===== config.mk =====
export PLATFORM = sky130hd
export DESIGN_NAME = clipped_mono_sprite_blit
export DESIGN_NICKNAME = d
export VERILOG_FILES = /design/src/design/cmsb_pkg.sv /design/src/design/clipped_mono_sprite_blit.sv
export SDC_FILE = /design/constraint.sdc
export NUM_CORES = 1
export LEC_CHECK = 0
export BUFFER_PORTS_ARGS = -buffer_cell sky130_fd_sc_hd__clkbuf_2
export CAP_MARGIN = 40
export CELL_PAD_IN_SITES_DETAIL_PLACEMENT = 1
export CELL_PAD_IN_SITES_GLOBAL_PLACEMENT = 1
export CORE_MARGIN = 2
export CORE_UTILIZATION = 35
export CTS_CLUSTER_SIZE = 25
export DETAILED_ROUTE_END_ITERATION = 7
export GPL_TIMING_DRIVEN = 0
export PLACE_DENSITY = 0.72
export SLEW_MARGIN = 25
export SYNTH_ARGS = -nofsm -noshare
export SYNTH_HDL_FRONTEND = slang
export SYNTH_SLANG_ARGS = --single-unit

===== constraint.sdc =====
create_clock -name clk_i -period 4.15 [get_ports clk_i]
set_clock_uncertainty 0.2 [all_clocks]
set_input_delay 0.83 -clock clk_i [delete_from_list [all_inputs] [get_ports clk_i]]
set_output_delay 0.83 -clock clk_i [all_outputs]
set_load 0.01 [all_outputs]

===== src/design/cmsb_pkg.sv =====
// Types and constants of the clipped mono sprite blitter.
`default_nettype none

package cmsb_pkg;

  localparam int unsigned CoordW = 12;
  localparam int unsigned SizeW  = 8;
  localparam int unsigned PixW   = 8;
  localparam int unsigned ColorW = 8;
  localparam int unsigned AddrW  = 20;
  localparam int unsigned CfgIdxW  = 3;
  localparam int unsigned CfgDataW = 12;
  // Screen coordinate: origin plus image position, signed.
  localparam int unsigned ScrW   = CoordW + 1;
  // Row times screen width plus column, before truncation to the address width.
  localparam int unsigned ProdW  = 26;

  typedef enum logic [CfgIdxW-1:0] {
    CFG_ORIGIN_X     = 3'd0,
    CFG_ORIGIN_Y     = 3'd1,
    CFG_IMAGE_WIDTH  = 3'd2,
    CFG_IMAGE_HEIGHT = 3'd3,
    CFG_DRAW_COLOR   = 3'd4
  } cfg_reg_e;

  localparam logic [CoordW-1:0] OriginReset = '0;
  localparam logic [SizeW-1:0]  WidthReset  = 8'd4;
  localparam logic [SizeW-1:0]  HeightReset = 8'd5;
  localparam logic [ColorW-1:0] ColorReset  = 8'd255;
  localparam logic [PixW-1:0]   PixFg       = 8'd1;

endpackage

`default_nettype wire


===== src/design/clipped_mono_sprite_blit.sv =====
// Clipped one-bit sprite blitter: image pixels in, frame buffer writes out.
//
//   channel   direction  handshake                 payload
//   input     in         in_valid_i / in_stall_o   pixel_value_i
//   output    out        out_valid_o / out_stall_i write_enable_o, write_address_o,
//                                                  write_data_o, image_done_o
//   config    in         cfg_we_i                  cfg_index_i, cfg_data_i
//
// One item per cycle while the output does not stall; results pass both stage registers.
// The first stage adds the origin and clips, the second multiplies the row by
// the screen width and adds the column.
// Reset clears the image counters and pipeline valids and loads the config reset values.
// A stall on the output holds the result register; input stalls only when both
// stages are full and the result is not taken.
`default_nettype none

module clipped_mono_sprite_blit #(
  parameter int unsigned SCREEN_WIDTH  = 1024,
  parameter int unsigned SCREEN_HEIGHT = 768
) (
  input  wire logic                          clk_i,
  input  wire logic                          rst_ni,
  input  wire logic                          in_valid_i,
  output logic                               in_stall_o,
  input  wire logic [cmsb_pkg::PixW-1:0]     pixel_value_i,
  output logic                               out_valid_o,
  input  wire logic                          out_stall_i,
  output logic                               write_enable_o,
  output logic [cmsb_pkg::AddrW-1:0]         write_address_o,
  output logic [cmsb_pkg::ColorW-1:0]        write_data_o,
  output logic                               image_done_o,
  input  wire logic                          cfg_we_i,
  input  wire logic [cmsb_pkg::CfgIdxW-1:0]  cfg_index_i,
  input  wire logic [cmsb_pkg::CfgDataW-1:0] cfg_data_i
);
  import cmsb_pkg::*;

  localparam logic [ScrW:0] ScreenWLim = (ScrW+1)'(SCREEN_WIDTH);
  localparam logic [ScrW:0] ScreenHLim = (ScrW+1)'(SCREEN_HEIGHT);

  // Configuration registers.
  logic [CoordW-1:0] origin_x_q, origin_y_q;
  logic [SizeW-1:0]  image_width_q, image_height_q;
  logic [ColorW-1:0] draw_color_q;

  always_ff @(posedge clk_i or negedge rst_ni) begin
    if (!rst_ni) begin
      origin_x_q     <= OriginReset;
      origin_y_q     <= OriginReset;
      image_width_q  <= WidthReset;
      image_height_q <= HeightReset;
      draw_color_q   <= ColorReset;
    end else if (cfg_we_i) begin
      case (cfg_index_i)
        CFG_ORIGIN_X:     origin_x_q     <= cfg_data_i;
        CFG_ORIGIN_Y:     origin_y_q     <= cfg_data_i;
        CFG_IMAGE_WIDTH:  image_width_q  <= cfg_data_i[SizeW-1:0];
        CFG_IMAGE_HEIGHT: image_height_q <= cfg_data_i[SizeW-1:0];
        CFG_DRAW_COLOR:   draw_color_q   <= cfg_data_i[ColorW-1:0];
        default: ;
      endcase
    end
  end

  // Pipeline handshake.
  logic s1_valid_q, s2_valid_q;
  logic s1_adv, s2_adv, in_acc;

  assign s2_adv     = !s2_valid_q || !out_stall_i;
  assign s1_adv     = !s1_valid_q || s2_adv;
  assign in_stall_o = !s1_adv;
  assign in_acc     = in_valid_i && s1_adv;

  // Image position counters.
  logic [SizeW-1:0] col_q, row_q, col_d, row_d;
  logic [SizeW-1:0] last_col, last_row;
  logic             col_last, done;

  always_comb begin
    last_col = image_width_q - SizeW'(1);
    last_row = image_height_q - SizeW'(1);
    col_last = (col_q == last_col);
    done     = col_last && (row_q == last_row);
    col_d    = col_last ? '0 : col_q + SizeW'(1);
    row_d    = row_q;
    if (col_last) begin
      row_d = done ? '0 : row_q + SizeW'(1);
    end
  end

  always_ff @(posedge clk_i or negedge rst_ni) begin
    if (!rst_ni) begin
      col_q <= '0;
      row_q <= '0;
    end else if (in_acc) begin
      col_q <= col_d;
      row_q <= row_d;
    end
  end

  // Stage 1: screen position and clipping.
  logic signed [ScrW-1:0] sx, sy;
  logic                   on_screen;

  always_comb begin
    sx = $signed({origin_x_q[CoordW-1], origin_x_q}) + $signed({5'b0, col_q});
    sy = $signed({origin_y_q[CoordW-1], origin_y_q}) + $signed({5'b0, row_q});
    on_screen = !sx[ScrW-1] && ({1'b0, sx} < ScreenWLim) &&
                !sy[ScrW-1] && ({1'b0, sy} < ScreenHLim);
  end

  logic [CoordW-1:0] s1_sx_q, s1_sy_q;
  logic              s1_on_q, s1_fg_q, s1_done_q;

  always_ff @(posedge clk_i or negedge rst_ni) begin
    if (!rst_ni) begin
      s1_valid_q <= 1'b0;
    end else if (s1_adv) begin
      s1_valid_q <= in_valid_i;
    end
  end

  always_ff @(posedge clk_i) begin
    if (in_acc) begin
      s1_sx_q   <= sx[CoordW-1:0];
      s1_sy_q   <= sy[CoordW-1:0];
      s1_on_q   <= on_screen;
      s1_fg_q   <= (pixel_value_i == PixFg);
      s1_done_q <= done;
    end
  end

  // Stage 2: frame buffer address and data.
  logic [ProdW-1:0]  addr_full;
  logic [AddrW-1:0]  addr_d;
  logic [ColorW-1:0] data_d;

  always_comb begin
    addr_full = ProdW'(s1_sy_q) * ProdW'(SCREEN_WIDTH) + ProdW'(s1_sx_q);
    addr_d    = s1_on_q ? addr_full[AddrW-1:0] : '0;
    data_d    = (s1_on_q && s1_fg_q) ? draw_color_q : '0;
  end

  always_ff @(posedge clk_i or negedge rst_ni) begin
    if (!rst_ni) begin
      s2_valid_q <= 1'b0;
    end else if (s2_adv) begin
      s2_valid_q <= s1_valid_q;
    end
  end

  always_ff @(posedge clk_i) begin
    if (s2_adv && s1_valid_q) begin
      write_enable_o  <= s1_on_q;
      write_address_o <= addr_d;
      write_data_o    <= data_d;
      image_done_o    <= s1_done_q;
    end
  end

  assign out_valid_o = s2_valid_q;

endmodule

`default_nettype wire


==> impl_results.md, run 1 <==
- Startpoint Class: flip-flop
- Worst-Margin Slew: about 0.74 ns
- Setup_tns: 0 ns
- Part of the power in registers: roughly 40%
- Cell count after synthesis: 485
- Register area share after synthesis: 55.2%
- Root Driver: clkbuf_16
- I/O Buffers: 59
- Antenna-violating nets left: 0
- Antenna violations before repair: 0
- WP data required: 4.25 ns
- Num Clock Sinks: 121
- Pwr Density: 609 nW/um^2
- Core Region: roughly 17000 sq um
- WL per Instance: 17.8 um
- Yosys warns: 0
- Via count: 4120
- RePlAce Congestion: 0.831
- MaxCap Viol Count: 0
- Most frequent cells in the layout: 58 x clkbuf_2, 55 x dfrtp_1, 55 x edfxtp_1
- Synth area leader: edfxtp_1
- Placed inst area: 6640 sq um
- Max IR drop VDD: 0.319 mV
- GR Util met2: 28.3%
- Logic pwr share: 21.5%
- Fin util: 44.0%
- Total track usage: 16.4%
- Worst hold margin: 0.147 ns
- Synth Flop Type: edfxtp_1
- Commonest non-fill, non-tap cell in the layout: clkbuf_2
- Post-DP HPWL: ~10 mm
- Layout Area Growth over Synthesis: 22.3%
- Diodes inserted: 0
- Rows: 47
- Register bit total from synthesis: around 120
- Final Hold Vio Count: 0
- RSZ-0062 raised after global routing: false
- Syn Nets: around 540
- Hold Path Class: in -> async
- CTS tree: yes
- CTS buffer count: 17
- Worst skew pair latency: 0.42 ns
- Clk buf depth: 2
- Area occupied by multi-input gates: 2620 sq um
- Critical Path AT: around 3.4 ns
- Clock transition at path regs: 0.06 ns
- Sw Share: 27.7%
- H-tree levels: 4
- Setup CP Type: reg -> reg
- Worst reg-to-reg setup slack: 0.84 ns
- Ratio of cells with drive above 1 in the final layout: between 20% and 30%
- Die area: 18200 sq um
- Final instance area: 7340 sq um
- First-pass GRT wire length: ~23 mm
- Number of flops mapped to enable cells by yosys: 55
- Register area: ~3300 sq um
- Share of the synthesized area in the top cell type: 27.5%
- Status: completed
- Tmin final: 3.31 ns
- Die height: 135 um
- Final Max Slew Viols: 0
- Post-CTS resize count: 0
- WL final: 14.2 mm
- Count of final setup violators: 0
- DRC errors left: 0
- Initial Util: 36.0%
- Max_slew headroom: 50.3%
- Setup Fix Bufs, Post-CTS: 0
- Post-synth ARST share: between 50% and 60%
- DIE WIDTH: 135 um
- Gr busiest metal: met2
- R2R cell count: 8
- Yosys cell types: between 50 and 60
- DR pass1 iterations: 4
- Syn Area/Cell: 12.4 sq um
- Ports: 60
- Synth top area cells: edfxtp_1 27%, dfrtp_1 23%, mux2_2 8.8%
- Hold buffers post-CTS: 0
- Fin crit share: 79.7%
- Reg-to-Reg Start: image_width_q[3]$_DFFE_PN0P_
- Peak Freq: 302 MHz
- Internal: 3.23 mW
- Largest net degree at the start of global routing: 45
- Gr ovfl total: 0
- Psw: 1.24 mW
- Crit end category: flip-flop
- PnR Total Power: 4.47 mW
- Vias/cell: 5.16
- Met1 usage: around 20%
- Lkg Pwr: between 3 and 4 nW
- Met3 Use GR: under 10%
- Clock group share of total power: 39.1%
- Drt initial violations: ~160
- RR Endpoint: row_q[7]$_DFFE_PN0P_
- Mapped cell area: 6010 sq um
- Final net count: 618
- Number of fill cells: 1796
- Vias in the first global route: 4403
- Crit-path max FO: 10
-- cells in the mapped netlist, types with 11 or more instances --
master / n
o21ai_0: 20
nand3_1: 12
dfrtp_1: 55
and2_1: 18
nand2_1: 32
ha_1: 22
xnor2_1: 31
dfstp_2: 11
nor3_1: 15
mux2_2: 47
nor2_1: 12
inv_1: 13
edfxtp_1: 55
and3_1: 14
xor2_1: 12
a21oi_1: 14
-- per-layer routing --
| metal | routed length [um] | share of wire (%) |
|---|---|---|
| met2 | 7280 | 51 |
| met1 | 6290 | 44 |
| met5 | 0 | 0 |
| met4 | 243 | 1.7 |
| met3 | 395 | 2.8 |
-- critical path, cell delays in order, from the launching register on --
cell and delay [ns]:
dfrtp_1 0.41, or3_4 0.41, or3_1 0.39, a2111o_1 0.46, a2111oi_4 0.63, and2_0 0.22
buf_4 0.16, o21ai_1 0.08, a22o_1 0.24
-- kinds of logic (layout without fill, tap and decap cells) --
logic type / after synthesis / after routing / synth area share (%)
compound gates: 78 / 78 / 8.75
xor+xnor: 43 / 43 / 6.27
fa+ha+maj: 25 / 25 / 5.58
buf+inv: 22 / 115 / 1.44
flops: 121 / 121 / 55.2
mux: 47 / 47 / 8.81
simple gates: 149 / 149 / 13.9
-- layout make-up --
cell class / count / area share, %
clock inverter: 12 / 3.32
timing repair buffer: 61 / 4.70
multi-input combinational: 342 / 35.7
buffer: 9 / 0.511
tap: 220 / 3.75
inverter: 13 / 0.664
clock buffer: 20 / 6.22
sequential: 121 / 45.2
-- state kept, by name (all words and copies together), names as in the netlist --
register	count
s1_done_q	1
col_q	8
s1_sy_q	10
s1_valid_q	1
origin_x_q	12
image_done_o	1
image_height_q	8
origin_y_q	12
draw_color_q	8
write_data_o	8
s1_sx_q	12
row_q	8
s1_on_q	1
write_enable_o	1
write_address_o	20
out_valid_o	1
s1_fg_q	1
image_width_q	8
-- metrics by stage --
step                      setup WS, ns  instances
final                            0.842        798
after global routing             0.678        798
after CTS                        0.814        798
after detailed placement         0.847        766
after global placement          -0.537        764
after floorplan                  0.445        485
-- worst max path at each step --
stage / startpoint / to / slack [ns] / cells past startpoint
3_3_place_gp: out_stall_i / image_done_o$_DFFE_PP_ / -0.54 / 2
6_report: image_width_q[3]$_DFFE_PN0P_ / row_q[7]$_DFFE_PN0P_ / 0.84 / 8
5_1_grt: image_width_q[3]$_DFFE_PN0P_ / row_q[0]$_DFFE_PN0P_ / 0.68 / 7
4_1_cts: image_width_q[3]$_DFFE_PN0P_ / row_q[7]$_DFFE_PN0P_ / 0.81 / 8
2_1_floorplan: out_stall_i / image_done_o$_DFFE_PP_ / 0.45 / 1
3_5_place_dp: image_width_q[3]$_DFFE_PN0P_ / row_q[7]$_DFFE_PN0P_ / 0.85 / 8
-- power groups by stage --
| stage | sequential, mW | clock [mW] | combinational [mW] |
|---|---|---|---|
| 6_report | 1.76 | 1.75 | 0.960 |
| 5_1_grt | 1.80 | 1.82 | 1.08 |
| 4_1_cts | 1.76 | 1.78 | 0.972 |
| 2_1_floorplan | 1.73 | 0 | 0.684 |
| 3_5_place_dp | 1.78 | 0 | 0.957 |
| 3_3_place_gp | 1.77 | 0 | 0.882 |
Note: power is estimated with default switching activity, not from simulation.
==> run 2, diff against run 1 <==
Clock period 4.15 ns to 3.4 ns, I/O delays scaled along.
==> impl_results.md, run 2 (same netlist as run 1, synthesis figures left out) <==
- Status: completed
- Clock transition at path regs: 0.06 ns (about the same)
- Met1 usage: 19.9% (+0.053 points)
- Rows: 47 (unchanged)
- WP depth: 9 (+1)
- Commonest non-fill, non-tap cell in the layout: clkbuf_2
- Crit end category: flip-flop
- Part of the power in registers: 41.9% (+2.5 points)
- Crit-path cells: ha_1 > fa_1 > a21o_1 > a221oi_1 > inv_1 > a31oi_1 > o41ai_1 > o311ai_0 > a211oi_1
- Largest net degree at the start of global routing: 52 (+16%)
- Antenna violations before repair: 0 (unchanged)
- GR Util met2: 27.4% (-0.96 points)
- Hold path startpoint: s1_done_q$_DFFE_PP_
- Max_slew headroom: 48.2% (-2.1 points)
- Setup_tns: 0 ns (unchanged)
- Max reg flops: 20 (unchanged)
- Slowest stage cell, crit path: a221oi_1
- Drt initial violations: 155 (-3.7%)
- CP delay by family, top: compound AO/OA/AOI/OAI gates
- Gr ovfl total: 0 (unchanged)
- Setup CP Type: reg -> reg
- I/O Buffers: 59 (unchanged)
- PnR Total Power: 5.12 mW (+15%)
- Clk buf depth: 2 (unchanged)
- Gr busiest metal: met2
- WP buf/inv: 1 (unchanged)
- Lkg Pwr: 3.05 nW (-1.0%)
- Post-DP HPWL: 10.2 mm (-2.7%)
- Logic pwr share: 22.7% (+1.2 points)
- Core Region: 16700 sq um (unchanged)
- CTS tree: yes
- RR Endpoint: s1_on_q$_DFFE_PP_
- Most frequent cells in the layout: 58 x clkbuf_2, 55 x dfrtp_1, 55 x edfxtp_1
- Reg-to-Reg Start: row_q[0]$_DFFE_PN0P_
- WP data required: 3.34 ns (-0.91 ns)
- Worst Hold End: image_done_o$_DFFE_PP_
- Max IR drop VDD: 0.346 mV (+8.3%)
- Crit-path max FO: 5 (-5)
- Layout Area Growth over Synthesis: 21.1%
- Count of final setup violators: 0 (unchanged)
- Pwr Density: 704 nW/um^2 (+16%)
- Peak Freq: 317 MHz (+4.9%)
- DIE WIDTH: 135 um (unchanged)
- Final Hold Vio Count: 0 (unchanged)
- Ratio of cells with drive above 1 in the final layout: 27.2% (+0.20 points)
- Vias/cell: 5.11 (-1.1%)
- Worst-Margin Slew: 0.767 ns (+0.0311 ns)
- Antenna-violating nets left: 0 (unchanged)
- RSZ-0062 raised after global routing: false
- Hold Path Depth: 0
- RePlAce Congestion: 0.817 (-1.8%)
- Met3 Use GR: 3.45% (-0.38 points)
- Tmin final: 3.15 ns (-0.154 ns)
- Die height: 135 um (unchanged)
- WL final: 13.7 mm (-3.8%)
- Startpoint Class: flip-flop
- H-tree levels: 4 (unchanged)
- Via count: 4091 (-0.70%)
- Fin crit share: 92.8% (+13 points)
- Ports: 60 (unchanged)
- CP peak stage delay: 0.50 ns (-0.13 ns)
- Num Clock Sinks: 121 (unchanged)
- CTS buffer count: 17 (unchanged)
- Total track usage: 16.0% (-0.37 points)
- Die area: 18200 sq um (unchanged)
- R2R cell count: 9 (+1)
- Psw: 1.51 mW (+22%)
- DR pass1 iterations: 4 (unchanged)
- DRC errors left: 0 (unchanged)
- Worst reg-to-reg setup slack: 0.25 ns (-0.60 ns)
- Initial Util: 36.0% (unchanged)
- Sw Share: 29.5% (+1.7 points)
- WL per Instance: 17.1 um (-4.2%)
- Critical Path AT: 3.10 ns (-0.31 ns)
- Final Max Slew Viols: 0 (unchanged)
- Final net count: 621 (+0.49%)
- Clock group share of total power: 35.4% (-3.7 points)
- Internal: 3.61 mW (+12%)
- Biggest register: write_address_o
- MaxCap Viol Count: 0 (unchanged)
- Vias in the first global route: 4249 (-3.5%)
- Hold Path Class: reg -> reg
- First-pass GRT wire length: 22.2 mm (-2.3%)
- Root Driver: clkbuf_16
- Worst skew pair latency: 0.42 ns (about the same)
- Diodes inserted: 0 (unchanged)
## run 2: changes by cell type in the layout (fill, tap and decap cells not counted)
cell           before  now
dlygate4sd3_1       0    1
bufinv_16           7    3
clkinv_4            2    3
buf_16              1    2
buf_12              1    0
buf_4               1    3
clkbuf_8            2    0
clkinvlp_4          1    2
clkinv_2            1    2
inv_6               0    3
## run 2: how the worst max path moves through the flow
stage               slack, ns                          from                     end
global placement         0.02                   out_stall_i  image_done_o$_DFFE_PP_
CTS                      0.11  image_width_q[3]$_DFFE_PN0P_    row_q[4]$_DFFE_PN0P_
finish                   0.25          row_q[0]$_DFFE_PN0P_       s1_on_q$_DFFE_PP_
floorplan                0.47  image_width_q[3]$_DFFE_PN0P_    row_q[4]$_DFFE_PN0P_
detailed placement       0.12  image_width_q[3]$_DFFE_PN0P_    row_q[4]$_DFFE_PN0P_
global route             0.04          row_q[3]$_DFFE_PN0P_       s1_on_q$_DFFE_PP_
## run 2: final cells by class
cell class | instances | area [sq um]
Multi-Input combinational cell | 342 | 2620
Timing Repair Buffer | 64 | 378
Clock inverter | 14 | 171
Fill cell | 1793 | 9420
Buffer | 9 | 37.5
Tap cell | 220 | 275
Clock buffer | 18 | 429
Sequential cell | 121 | 3320
Inverter | 13 | 48.8
## run 2: metal layers
| layer | vias to the layer above | part of all wire (%) |
|---|---|---|
| li1 | 1958 | - |
| met1 | 2058 | 45 |
| met3 | 11 | 2.8 |
| met2 | 64 | 51 |
| met4 | 0 | 1.2 |
| met5 | - | 0 |
## run 2: metrics by stage
stage | hold WS [ns] | std cells | setup slack, ns | area (sq um) | util (%)
floorplan | 0.184 | 485 | 0.470 | 6010 | -
global placement | 0.209 | 764 | 0.0196 | 6580 | 39.4
detailed placement | 0.207 | 766 | 0.123 | 6650 | 39.8
CTS | 0.220 | 799 | 0.110 | 7260 | 43.5
global route | 0.227 | 801 | 0.0373 | 7280 | 43.6
finish | 0.218 | 801 | 0.246 | 7280 | 43.6
## run 2: what timing repair did
| action | CTS | global route |
|---|---|---|
| hold buffers | 1 | 0 |
| buffers inserted | 0 | 2 |
| setup endpoints to repair | 0 | 6 |
| gates resized for setup | 0 | 0 |
| endpoints found under the hold margin | 10 | 0 |
## run 2: power groups by stage
| stage | clock, mW | sequential (mW) | combinational (mW) |
|---|---|---|---|
| final | 1.82 | 2.14 | 1.16 |
| after floorplan | 0 | 2.11 | 0.835 |
| after global placement | 0 | 2.15 | 1.08 |
| after global routing | 1.92 | 2.19 | 1.30 |
| after detailed placement | 0 | 2.17 | 1.16 |
| after CTS | 1.86 | 2.15 | 1.17 |
